===== config.mk =====
export PLATFORM = sky130hd
export DESIGN_NAME = credit_priority_task_scheduler
export DESIGN_NICKNAME = d
export VERILOG_FILES = /design/src/hdl/cpts_pkg.sv /design/src/hdl/cpts_best.sv /design/src/hdl/credit_priority_task_scheduler.sv
export SDC_FILE = /design/constraint.sdc
export NUM_CORES = 1
export LEC_CHECK = 0
export ABC_AREA = 1
export BUFFER_PORTS_ARGS = -buffer_cell sky130_fd_sc_hd__buf_2
export CORE_ASPECT_RATIO = 1.25
export CORE_MARGIN = 4
export CORE_UTILIZATION = 65
export CTS_CLUSTER_DIAMETER = 60
export DETAILED_ROUTE_END_ITERATION = 8
export MAX_ROUTING_LAYER = met4
export PLACE_DENSITY = 0.88
export SLEW_MARGIN = 20
export SYNTH_ARGS = -nofsm -noshare
export SYNTH_HDL_FRONTEND = slang
export SYNTH_SLANG_ARGS = --single-unit

===== constraint.sdc =====
create_clock -name clk_i -period 6.5 [get_ports clk_i]
set_input_delay 0.325 -clock clk_i [delete_from_list [all_inputs] [get_ports clk_i]]
set_output_delay 0.325 -clock clk_i [all_outputs]
set_load 0.01 [all_outputs]

===== src/hdl/cpts_pkg.sv =====
// Shared types and constants of the credit priority task scheduler.
// No dependencies; imported by cpts_best and the top level.
`default_nettype none
package cpts_pkg;

  localparam int unsigned KIND_W   = 2;
  localparam int unsigned PRIO_W   = 8;
  localparam int unsigned CREDIT_W = 8;
  localparam int unsigned SLEEP_W  = 16;
  localparam int unsigned OUT_IDX_W = 3;

  // Item kinds
  localparam logic [KIND_W-1:0] KIND_SCHEDULE = 2'd0;
  localparam logic [KIND_W-1:0] KIND_SLEEP    = 2'd1;
  localparam logic [KIND_W-1:0] KIND_ADD      = 2'd2;

  // Control of the shared best-candidate compare unit
  typedef struct packed {
    logic clear;  // forget the current candidate
    logic load;   // offer one table entry to the compare
  } best_ctrl_t;

endpackage : cpts_pkg
`default_nettype wire


===== src/hdl/cpts_best.sv =====
// Shared compare unit: tracks the awake entry with the most credit over a scan.
// Depends on cpts_pkg.
`default_nettype none
module cpts_best import cpts_pkg::*; #(
  parameter int unsigned IdxW = 3
) (
  input  wire logic                clk_i,
  input  wire logic                rst_ni,
  input  wire best_ctrl_t          ctrl_i,
  input  wire logic [IdxW-1:0]     idx_i,
  input  wire logic [CREDIT_W-1:0] credit_i,
  input  wire logic                awake_i,
  output logic                     found_o,
  output logic [IdxW-1:0]          best_idx_o,
  output logic [CREDIT_W-1:0]      best_credit_o
);

  logic                found_q;
  logic [IdxW-1:0]     best_idx_q;
  logic [CREDIT_W-1:0] best_credit_q;
  logic                take;

  // Strictly greater keeps the earliest entry on a tie
  assign take = ctrl_i.load && awake_i && (!found_q || (credit_i > best_credit_q));

  always_ff @(posedge clk_i or negedge rst_ni) begin
    if (!rst_ni) begin
      found_q <= 1'b0;
    end else if (ctrl_i.clear) begin
      found_q <= 1'b0;
    end else if (take) begin
      found_q <= 1'b1;
    end
  end

  always_ff @(posedge clk_i) begin
    if (take && !ctrl_i.clear) begin
      best_idx_q    <= idx_i;
      best_credit_q <= credit_i;
    end
  end

  assign found_o       = found_q;
  assign best_idx_o    = best_idx_q;
  assign best_credit_o = best_credit_q;

endmodule : cpts_best
`default_nettype wire


===== src/hdl/credit_priority_task_scheduler.sv =====
// Top level of the credit priority task scheduler: sequencer and task table.
// Depends on cpts_pkg and cpts_best.
`default_nettype none
// A command is taken on a rising edge with start high and busy low; every
// command gives exactly one result, shown for one cycle with done_o high,
// and the receiver cannot hold it off. Add and sleep commands complete at
// the edge of acceptance and their result appears in the following cycle;
// busy does not rise for them. A schedule command walks the task table with
// one shared compare unit, reading one entry a cycle from the table memories
// (registered reads). A walk runs a best-credit scan, then, if the winner
// has no credit left, a refill pass and a second scan, a credit decrement
// (skipped when no task is awake), and a sleep-ageing pass. The result is
// strobed in the cycle in which busy falls, when the next command may
// already be given. Table entries are only ever read below the task
// count, so the table needs no clearing after reset.
module credit_priority_task_scheduler import cpts_pkg::*; #(
  parameter int unsigned MAX_TASKS = 8
) (
  input  wire logic                 clk_i,
  input  wire logic                 rst_ni,
  input  wire logic                 start,
  output logic                      busy,
  input  wire logic [KIND_W-1:0]    kind_i,
  input  wire logic [PRIO_W-1:0]    priority_req_i,
  input  wire logic [SLEEP_W-1:0]   sleep_ticks_i,
  output logic                      done_o,
  output logic [OUT_IDX_W-1:0]      task_index_o,
  output logic                      idle_o,
  output logic                      rejected_o
);

  localparam int unsigned IW = (MAX_TASKS > 1) ? $clog2(MAX_TASKS) : 1;
  localparam int unsigned CW = $clog2(MAX_TASKS + 1);

  localparam logic [2:0] ST_IDLE   = 3'd0;
  localparam logic [2:0] ST_SCAN   = 3'd1;
  localparam logic [2:0] ST_REFILL = 3'd2;
  localparam logic [2:0] ST_DEC    = 3'd3;
  localparam logic [2:0] ST_AGE    = 3'd4;

  // Sequencer state
  logic [2:0]    state_q, state_d;
  logic [CW-1:0] addr_q, addr_d;
  logic          rd_vld_q, rd_vld_d;
  logic [IW-1:0] rd_idx_q, rd_idx_d;
  logic          refilled_q, refilled_d;
  logic [CW-1:0] count_q, count_d;
  logic [CW-1:0] running_q, running_d;

  // Result registers
  logic                 done_q, done_d;
  logic [OUT_IDX_W-1:0] res_idx_q, res_idx_d;
  logic                 res_idle_q, res_idle_d;
  logic                 res_rej_q, res_rej_d;

  // Task table
  logic [PRIO_W-1:0]   prio_mem   [MAX_TASKS];
  logic [CREDIT_W-1:0] credit_mem [MAX_TASKS];
  logic [SLEEP_W-1:0]  sleep_mem  [MAX_TASKS];
  logic [PRIO_W-1:0]   prio_rd_q;
  logic [CREDIT_W-1:0] credit_rd_q;
  logic [SLEEP_W-1:0]  sleep_rd_q;
  logic [IW-1:0]       rd_addr;

  logic                prio_we, credit_we, sleep_we;
  logic [IW-1:0]       prio_wa, credit_wa, sleep_wa;
  logic [PRIO_W-1:0]   prio_wd;
  logic [CREDIT_W-1:0] credit_wd;
  logic [SLEEP_W-1:0]  sleep_wd;

  // Compare unit
  best_ctrl_t          best_ctrl;
  logic                best_found;
  logic [IW-1:0]       best_idx;
  logic [CREDIT_W-1:0] best_credit;

  logic          accept;
  logic          in_pass;
  logic          issue;
  logic          pass_end;
  logic [IW+2:0] best_ext;
  logic [CW+2:0] slot_ext;

  assign busy     = (state_q != ST_IDLE);
  assign accept   = start && !busy;
  assign rd_addr  = addr_q[IW-1:0];
  assign in_pass  = (state_q == ST_SCAN) || (state_q == ST_REFILL) || (state_q == ST_AGE);
  assign issue    = in_pass && (addr_q < count_q);
  assign pass_end = in_pass && (addr_q >= count_q) && !rd_vld_q;

  // Slot numbers reported masked to the 3-bit result field
  assign best_ext = {3'b000, best_idx};
  assign slot_ext = {3'b000, count_q};

  cpts_best #(
    .IdxW (IW)
  ) u_best (
    .clk_i         (clk_i),
    .rst_ni        (rst_ni),
    .ctrl_i        (best_ctrl),
    .idx_i         (rd_idx_q),
    .credit_i      (credit_rd_q),
    .awake_i       (sleep_rd_q == '0),
    .found_o       (best_found),
    .best_idx_o    (best_idx),
    .best_credit_o (best_credit)
  );

  always_comb begin
    state_d    = state_q;
    addr_d     = addr_q;
    rd_vld_d   = 1'b0;
    rd_idx_d   = rd_idx_q;
    refilled_d = refilled_q;
    count_d    = count_q;
    running_d  = running_q;
    done_d     = 1'b0;
    res_idx_d  = res_idx_q;
    res_idle_d = res_idle_q;
    res_rej_d  = res_rej_q;
    prio_we    = 1'b0;
    prio_wa    = count_q[IW-1:0];
    prio_wd    = priority_req_i;
    credit_we  = 1'b0;
    credit_wa  = count_q[IW-1:0];
    credit_wd  = priority_req_i;
    sleep_we   = 1'b0;
    sleep_wa   = count_q[IW-1:0];
    sleep_wd   = '0;
    best_ctrl  = '0;

    // Advance the table walk one entry a cycle
    if (issue) begin
      rd_vld_d = 1'b1;
      rd_idx_d = addr_q[IW-1:0];
      addr_d   = addr_q + CW'(1);
    end

    unique case (state_q)
      ST_IDLE: begin
        if (accept) begin
          res_idx_d  = '0;
          res_idle_d = 1'b0;
          res_rej_d  = 1'b0;
          unique case (kind_i)
            KIND_SCHEDULE: begin
              state_d         = ST_SCAN;
              addr_d          = '0;
              refilled_d      = 1'b0;
              best_ctrl.clear = 1'b1;
            end
            KIND_SLEEP: begin
              done_d = 1'b1;
              if (running_q < count_q) begin
                sleep_we = 1'b1;
                sleep_wa = running_q[IW-1:0];
                sleep_wd = sleep_ticks_i;
              end
            end
            KIND_ADD: begin
              done_d = 1'b1;
              if (count_q >= CW'(MAX_TASKS)) begin
                res_rej_d = 1'b1;
              end else begin
                prio_we   = 1'b1;
                credit_we = 1'b1;
                sleep_we  = 1'b1;
                count_d   = count_q + CW'(1);
                res_idx_d = slot_ext[OUT_IDX_W-1:0];
              end
            end
            default: begin
              done_d = 1'b1;
            end
          endcase
        end
      end
      ST_SCAN: begin
        best_ctrl.load = rd_vld_q;
        if (pass_end) begin
          addr_d = '0;
          priority if (!best_found) begin
            // Nothing awake: report idle, still age the sleepers
            running_d  = CW'(MAX_TASKS);
            res_idle_d = 1'b1;
            state_d    = ST_AGE;
          end else if ((best_credit == '0) && !refilled_q) begin
            refilled_d = 1'b1;
            state_d    = ST_REFILL;
          end else begin
            state_d = ST_DEC;
          end
        end
      end
      ST_REFILL: begin
        if (rd_vld_q) begin
          credit_we = 1'b1;
          credit_wa = rd_idx_q;
          credit_wd = prio_rd_q;
        end
        if (pass_end) begin
          addr_d          = '0;
          best_ctrl.clear = 1'b1;
          state_d         = ST_SCAN;
        end
      end
      ST_DEC: begin
        // Take one credit from the winner, saturating at zero
        credit_we = 1'b1;
        credit_wa = best_idx;
        credit_wd = (best_credit != '0) ? (best_credit - CREDIT_W'(1)) : best_credit;
        running_d = CW'(best_idx);
        res_idx_d = best_ext[OUT_IDX_W-1:0];
        addr_d    = '0;
        state_d   = ST_AGE;
      end
      ST_AGE: begin
        if (rd_vld_q && (sleep_rd_q != '0)) begin
          sleep_we = 1'b1;
          sleep_wa = rd_idx_q;
          sleep_wd = sleep_rd_q - SLEEP_W'(1);
        end
        if (pass_end) begin
          done_d  = 1'b1;
          state_d = ST_IDLE;
        end
      end
      default: begin
        state_d = ST_IDLE;
      end
    endcase
  end

  always_ff @(posedge clk_i or negedge rst_ni) begin
    if (!rst_ni) begin
      state_q    <= ST_IDLE;
      addr_q     <= '0;
      rd_vld_q   <= 1'b0;
      refilled_q <= 1'b0;
      count_q    <= '0;
      running_q  <= CW'(MAX_TASKS);
      done_q     <= 1'b0;
    end else begin
      state_q    <= state_d;
      addr_q     <= addr_d;
      rd_vld_q   <= rd_vld_d;
      refilled_q <= refilled_d;
      count_q    <= count_d;
      running_q  <= running_d;
      done_q     <= done_d;
    end
  end

  always_ff @(posedge clk_i) begin
    rd_idx_q   <= rd_idx_d;
    res_idx_q  <= res_idx_d;
    res_idle_q <= res_idle_d;
    res_rej_q  <= res_rej_d;
  end

  // Table memories: one write and one registered read each per cycle
  always_ff @(posedge clk_i) begin
    if (prio_we) begin
      prio_mem[prio_wa] <= prio_wd;
    end
    prio_rd_q <= prio_mem[rd_addr];
  end

  always_ff @(posedge clk_i) begin
    if (credit_we) begin
      credit_mem[credit_wa] <= credit_wd;
    end
    credit_rd_q <= credit_mem[rd_addr];
  end

  always_ff @(posedge clk_i) begin
    if (sleep_we) begin
      sleep_mem[sleep_wa] <= sleep_wd;
    end
    sleep_rd_q <= sleep_mem[rd_addr];
  end

  assign done_o       = done_q;
  assign task_index_o = res_idx_q;
  assign idle_o       = res_idle_q;
  assign rejected_o   = res_rej_q;

  // The task count never passes the table size
  a_count_bound: assert property (@(posedge clk_i) disable iff (!rst_ni)
    count_q <= CW'(MAX_TASKS))
    else $error("task count beyond table size");

  // A result transfer is only strobed while the sequencer is back at rest
  a_done_idle: assert property (@(posedge clk_i) disable iff (!rst_ni)
    done_q |-> (state_q == ST_IDLE))
    else $error("result strobed during a schedule walk");

  // An accepted schedule command keeps the block busy in the next cycle
  a_sched_busy: assert property (@(posedge clk_i) disable iff (!rst_ni)
    (accept && (kind_i == KIND_SCHEDULE)) |=> busy)
    else $error("schedule command did not start a walk");

  // The decrement step only runs with a winner in hand
  a_dec_found: assert property (@(posedge clk_i) disable iff (!rst_ni)
    (state_q == ST_DEC) |-> best_found)
    else $error("decrement without a chosen task");

  // An idle answer carries no slot and no rejection
  a_idle_clean: assert property (@(posedge clk_i) disable iff (!rst_ni)
    (done_q && res_idle_q) |-> ((res_idx_q == '0) && !res_rej_q))
    else $error("idle result with stray fields");

endmodule : credit_priority_task_scheduler
`default_nettype wire


* Word-level counts from Yosys, hierarchy flattened
Memories as Yosys holds them, arrays and structs flattened. A register that Yosys moved wholly into a read port is not among the register bits. Index checks and enable logic that the tools add are counted.
Word-level totals: input bits 29, memory bits (writable) 256, output and inout port bits 7, memories 3, logic and storage cells 151, register bits 38
Memory list:
- sleep_mem | words 8, bits a word 16, rd ports 1, clocked after memory_dff 1, wr ports 1, line credit_priority_task_scheduler.sv:59 | logic [SLEEP_W-1:0] sleep_mem [MAX_TASKS];
- credit_mem | words 8, bits a word 8, rd ports 1, clocked after memory_dff 1, wr ports 1, line credit_priority_task_scheduler.sv:58 | logic [CREDIT_W-1:0] credit_mem [MAX_TASKS];
- prio_mem | words 8, bits a word 8, rd ports 1, clocked after memory_dff 1, wr ports 1, line credit_priority_task_scheduler.sv:57 | logic [PRIO_W-1:0] prio_mem [MAX_TASKS];
Cells by class: reductions and logical operators 36, bitwise operators 1, muxes and demuxes 74, add/sub/neg operators 4, $lt $le $gt $ge 5, equal/unequal tests 14
Operator list (count):
- $mux 16 | 4
- $mux 3 | 14
- $mux 1 | 33
- $pmux 16 s2 | 1
- $mux 4 | 6
- $pmux 3 s2 | 3
- $logic_not 16->1 | 1
- $mux 8 | 2
- $pmux 8 s2 | 1
- $reduce_bool 16->1 | 1
- $sub 16x1->16 const B | 1
- $pmux 3 s5 | 1
- $pmux 1 s2 | 6
- $pmux 4 s3 | 1
- $ne 2x2->1 const B | 5
- $logic_and 1x1->1 | 9
- $add 4x1->4 const B | 2
- $gt 8x8->1 | 1
- $logic_not 8->1 | 1
- $lt 4x4->1 | 2
- $pmux 4 s2 | 1
- $reduce_and 4->1 | 2
- $reduce_bool 2->1 | 4
- $reduce_bool 8->1 | 1
- 21 further kinds | 31

* Logic depth before layout (Yosys ltp)
depth after elaboration 9, mapped depth 13, gate-level depth less buffers 12

* By module
Synthesis repeated with hierarchy kept, for this count alone.
Second synthesis, totals: cell total of the unflattened synthesis 1255, area total of the unflattened synthesis 13756.9 µm²
Modules (own cells, without submodules):
- credit_priority_task_scheduler | sequential area each 9019.9 µm², cells each 1202, area an instance 13155.1 µm², times used 1
- cpts_best | sequential area each 355.3 µm², cells each 53, area an instance 601.8 µm², times used 1

* Worst setup path after synthesis
Ideal clock, no wire load.
path kind register -> register, start register count_q[2], end memory sleep_mem[6][0], enable pin, data arrival time 2473 ps, stages on the path, launching flop included 12, path buffers 0, clock period less this slack 2862 ps, path slack 3638 ps, data required time 6112 ps, library setup time 388 ps, path through dfrtp_1 -> clkinv_1 -> ha_1 -> nand2_1 -> nand2_1 -> nor2_1 -> nand3_4 -> nand2_2 -> nand2_1 -> nand2_2 -> nand3_2 -> nor2_1
Between the ends: word-level cells in the longest chain between the ends 7, elaborated cells between the ends (all ways) 14, classes of those cells 2 x order compare; 12 x mux
RTL lines:
- from (decl) | line credit_priority_task_scheduler.sv:47 | logic [CW-1:0] count_q, count_d;
- from (signal assigned) | line credit_priority_task_scheduler.sv:248 | count_q <= count_d;
- $ge 4x4->1 or $lt 4x4->1 (tied branches) | line credit_priority_task_scheduler.sv:162, credit_priority_task_scheduler.sv:154
- $mux 1 (on tied branches) | line credit_priority_task_scheduler.sv:162, credit_priority_task_scheduler.sv:154
- $pmux 1 s2 | line credit_priority_task_scheduler.sv:145 | unique case (kind_i)
- $mux 1 | line credit_priority_task_scheduler.sv:141 | if (accept) begin
- $pmux 1 s2 | line credit_priority_task_scheduler.sv:139 | unique case (state_q)
- $mux 1 | line credit_priority_task_scheduler.sv:277 | if (sleep_we) begin
- $mux 1 (not written as such) | line credit_priority_task_scheduler.sv:278 | sleep_mem[sleep_wa] <= sleep_wd;
- to (decl) | line credit_priority_task_scheduler.sv:59
Parallel ways exist; a longest one is shown, timed or not.

* Final worst setup path
start register count_q[2], end memory sleep_mem[5][2], enable pin
The elaborated chain is that of the path after synthesis.

==> impl_metrics.csv <==
group,metric,value,unit
hold_path,hold_path.startpoint,"priority_req_i[5]",
die,die_h,170,um
synth,yosys_warnings,0,
route,drt_iter0_drc,1068,
cells_and_area,final_cell_area,15200,um^2
sta,final_hold_viol_count,0,
setup_path,slowest_stage,"dfrtp_1",
placed_design,place_inst,1497,
cts,cts_num_sinks,326,
synth,avgSynthCellArea,11.2,um^2
setup_path,cp.required,6760,ps
die,core,20700,um^2
synth,synth_most_common_cell,"nor2_1",
global_route,grt_first_pass_wirelength,50300,um
cts,htree_levels,1,
setup_path,startpoint_type,"flip-flop",
sta,setup_slack,3140,ps
synth,synth-edff-count,275,
setup_path,cp_num_buf_inv,2,
global_route,grt_pass1_vias,9397,
synth,synth_cells,1227,
sta,final_max_slew_viol_count,0,
power,powerDensity,409,nW/um^2
cts,clk_transition_reported_paths,70,ps
synth,yosys_most_used_dff,"edfxtp_1",
synth,ys_top_cells_by_count,"nor2_1 (280), edfxtp_1 (275), o21ai_0 (144)",
route,avgRoutedWirePerCell,20.8,um
cells_and_area,antenna_cells,0,
sta,timing.hold.ws,74.1,ps
sta,finalSetupViolCount,0,
global_route,antenna_found_initial,0,
setup_path,cpPeakStageDelay,500,ps
synth,seq_area_frac_synth,68.5,%
setup_path,r2r_start,"count_q[2]",
route,ant_nets,0,
synth,synth_area,13700,um^2
cts,clock-root-buffer,"clkbuf_16",
die,start_util,66.0,%
synth,synth.area.top_cells,"edfxtp_1 (60%), nor2_1 (7.7%), o21ai_0 (5.3%)",
placed_design,post-dp-hpwl,19800,um
setup_path,crit_family,"simple AND/OR/NAND/NOR gates",
sta,finalClockSkew,16.0,ps
sta,rsz0062_at_grt,"no",
setup_path,critPathLaunch,"count_q[2]",
cts,post_cts_buffers,0,
cts,postCtsHoldBufs,1,
sta,slew_headroom,26.5,%
synth,syn_nets,1280,
global_route,grt_overflow,0,
global_route,grt_max_degree,130,
route,drt-total-wl,32300,um
cts,cts_resized,0,
cts,clockBufferDepth,3,
route,vias,9626,
die,ioPinCount,36,
route,vias_per_cell,6.19,
cells_and_area,final_nets,1309,
placed_design,portBuffers,35,
synth,synth_area_leader_cell,"edfxtp_1",
setup_path,ff2ff_setup_slack,3140,ps
sta,worst_pin_slew,1090,ps
route,remaining_drc_errors,0,
setup_path,cp-end-kind,"flip-flop",
cells_and_area,drive_gt1_share,10.5,%
cells_and_area,area_growth,10.8,%
setup_path,crit_path_max_fanout,17,
die,die_area,23500,um^2
sta,final.period_utilization,51.7,%
cts,clk_latency,560,ps
cts,numCtsBuffers,30,
synth,synth.distinct_cells,39,
route,first_pass_iters,5,
sta,fin_crit,3360,ps
global_route,track_usage,28.8,%
synth,yosys.area.top_type_share,60.3,%
setup_path,crit_type,"reg -> reg",
hold_path,min_path_cells,1,
setup_path,path_cells,"clkinv_1 > ha_1 > nand2_1 > nand2_1 > nor2_1 > nand3_4 > nand2_2 > a21oi_1 > nor2_1 > nand2_1 > nor2_1 > buf_4",
power,vdd_ir_drop_max,0.000295,V
synth,async_reset_ff_share,5.83,%
cells_and_area,fin_cells,1554,
synth,synth_seq_cells,326,
die,rows,59,
sta,tns,0,ps
sta,fmax,297,MHz
cts,cts_tree,"done",
hold_path,hp-class,"in -> reg",
placed_design,pre_cts_slack,3220,ps
run,drv_cap,0,
placed_design,placed_cell_area,14100,um^2
die,die_w,138,um
power,p_leak,0.00560,uW
setup_path,critPathArrivalTime,3620,ps
setup_path,rr_worst_depth,12,
hold_path,holdPathEnd,"prio_mem[1][5]",
placed_design,gp_congestion,0.933,
outcome,status,"finished clean",
setup_path,worst_r2r_endpoint,"sleep_mem[5][2]",
-- cells in the final DEF (no fill, tap or decap), types with 7 or more instances in the layout --
cell type / count
a21oi_1: 19
a31oi_1: 32
buf_2: 35
buf_4: 15
clkbuf_16: 31
clkinv_2: 11
dfrtp_1: 16
dfxtp_1: 32
edfxtp_1: 275
ha_1: 24
inv_1: 71
inv_2: 7
nand2_1: 115
nand2_2: 7
nand3_1: 36
nand4_1: 7
nor2_1: 280
o21ai_0: 144
o22ai_1: 47
xor2_1: 14
-- state kept, by name, indices dropped and copies added, names as in the netlist --
register,count
rd_idx_q,3
credit_rd_q,8
idle_o,1
prio_rd_q,8
refilled_q,1
task_index_o,3
state_q,3
running_q,4
prio_mem,64
sleep_rd_q,16
credit_mem,64
done_o,1
addr_q,4
u_best.found_o,1
u_best.best_idx_o,3
rd_vld_q,1
rejected_o,1
count_q,4
sleep_mem,128
u_best.best_credit_o,8
-- where the power goes --
part           internal, uW  total [uW]  switching (uW)
combinational           496        1640            1140
clock                  1050        1810             764
sequential             2550        2750             201
-- through the flow --
step	util, %	total power, uW
floorplan	-	3870
global placement	68.1	4310
detailed placement	68.1	4380
CTS	73.1	6190
global route	73.1	6490
finish	73.1	6200
-- worst max path at each step --
stage | to | slack, ps | depth (start not counted)
2_1_floorplan | sleep_mem[6][0] | 3640 | 11
3_3_place_gp | sleep_mem[5][4] | 3310 | 12
3_5_place_dp | sleep_mem[5][2] | 3220 | 12
4_1_cts | sleep_mem[5][13] | 3170 | 12
5_1_grt | sleep_mem[5][0] | 2820 | 12
6_report | sleep_mem[5][2] | 3140 | 12
-- cell type report --
cell class / count / area, um^2
flip-flops and latches: 326 / 9380
fillers: 1327 / 5580
multi-input cells: 764 / 3810
clock buffers: 38 / 812
well taps: 274 / 343
inverters: 82 / 310
repair buffers: 52 / 309
clock inverters: 18 / 204
-- cells by family (layout without fill, tap and decap cells) --
family / count (synthesis) / count (layout) / synth area share [%]
compound gates: 256 / 256 / 10.3
xor+xnor: 17 / 17 / 1.09
fa+ha+maj: 24 / 24 / 2.19
buf+inv: 137 / 190 / 3.83
flops: 326 / 326 / 68.5
simple gates: 467 / 467 / 14.1
-- worst register-to-register path, delay by kind of cell, from the launching register on --
kind            cells  cell delay [ps]
compound gates      1               70
fa+ha+maj           1              320
buf+inv             2              650
flops               1              500
simple gates        8             1520
-- metal layers --
| metal | GRT usage [%] | vias up | share of wire, % |
|---|---|---|---|
| met5 | - | - | 0 |
| met3 | 4.82 | 93 | 8.7 |
| met1 | 35.2 | 4663 | 36 |
| met2 | 48.1 | 507 | 52 |
| li1 | - | 4363 | - |
| met4 | 11.3 | 0 | 3.7 |
No activity file was read; power rests on OpenSTA's default activity.
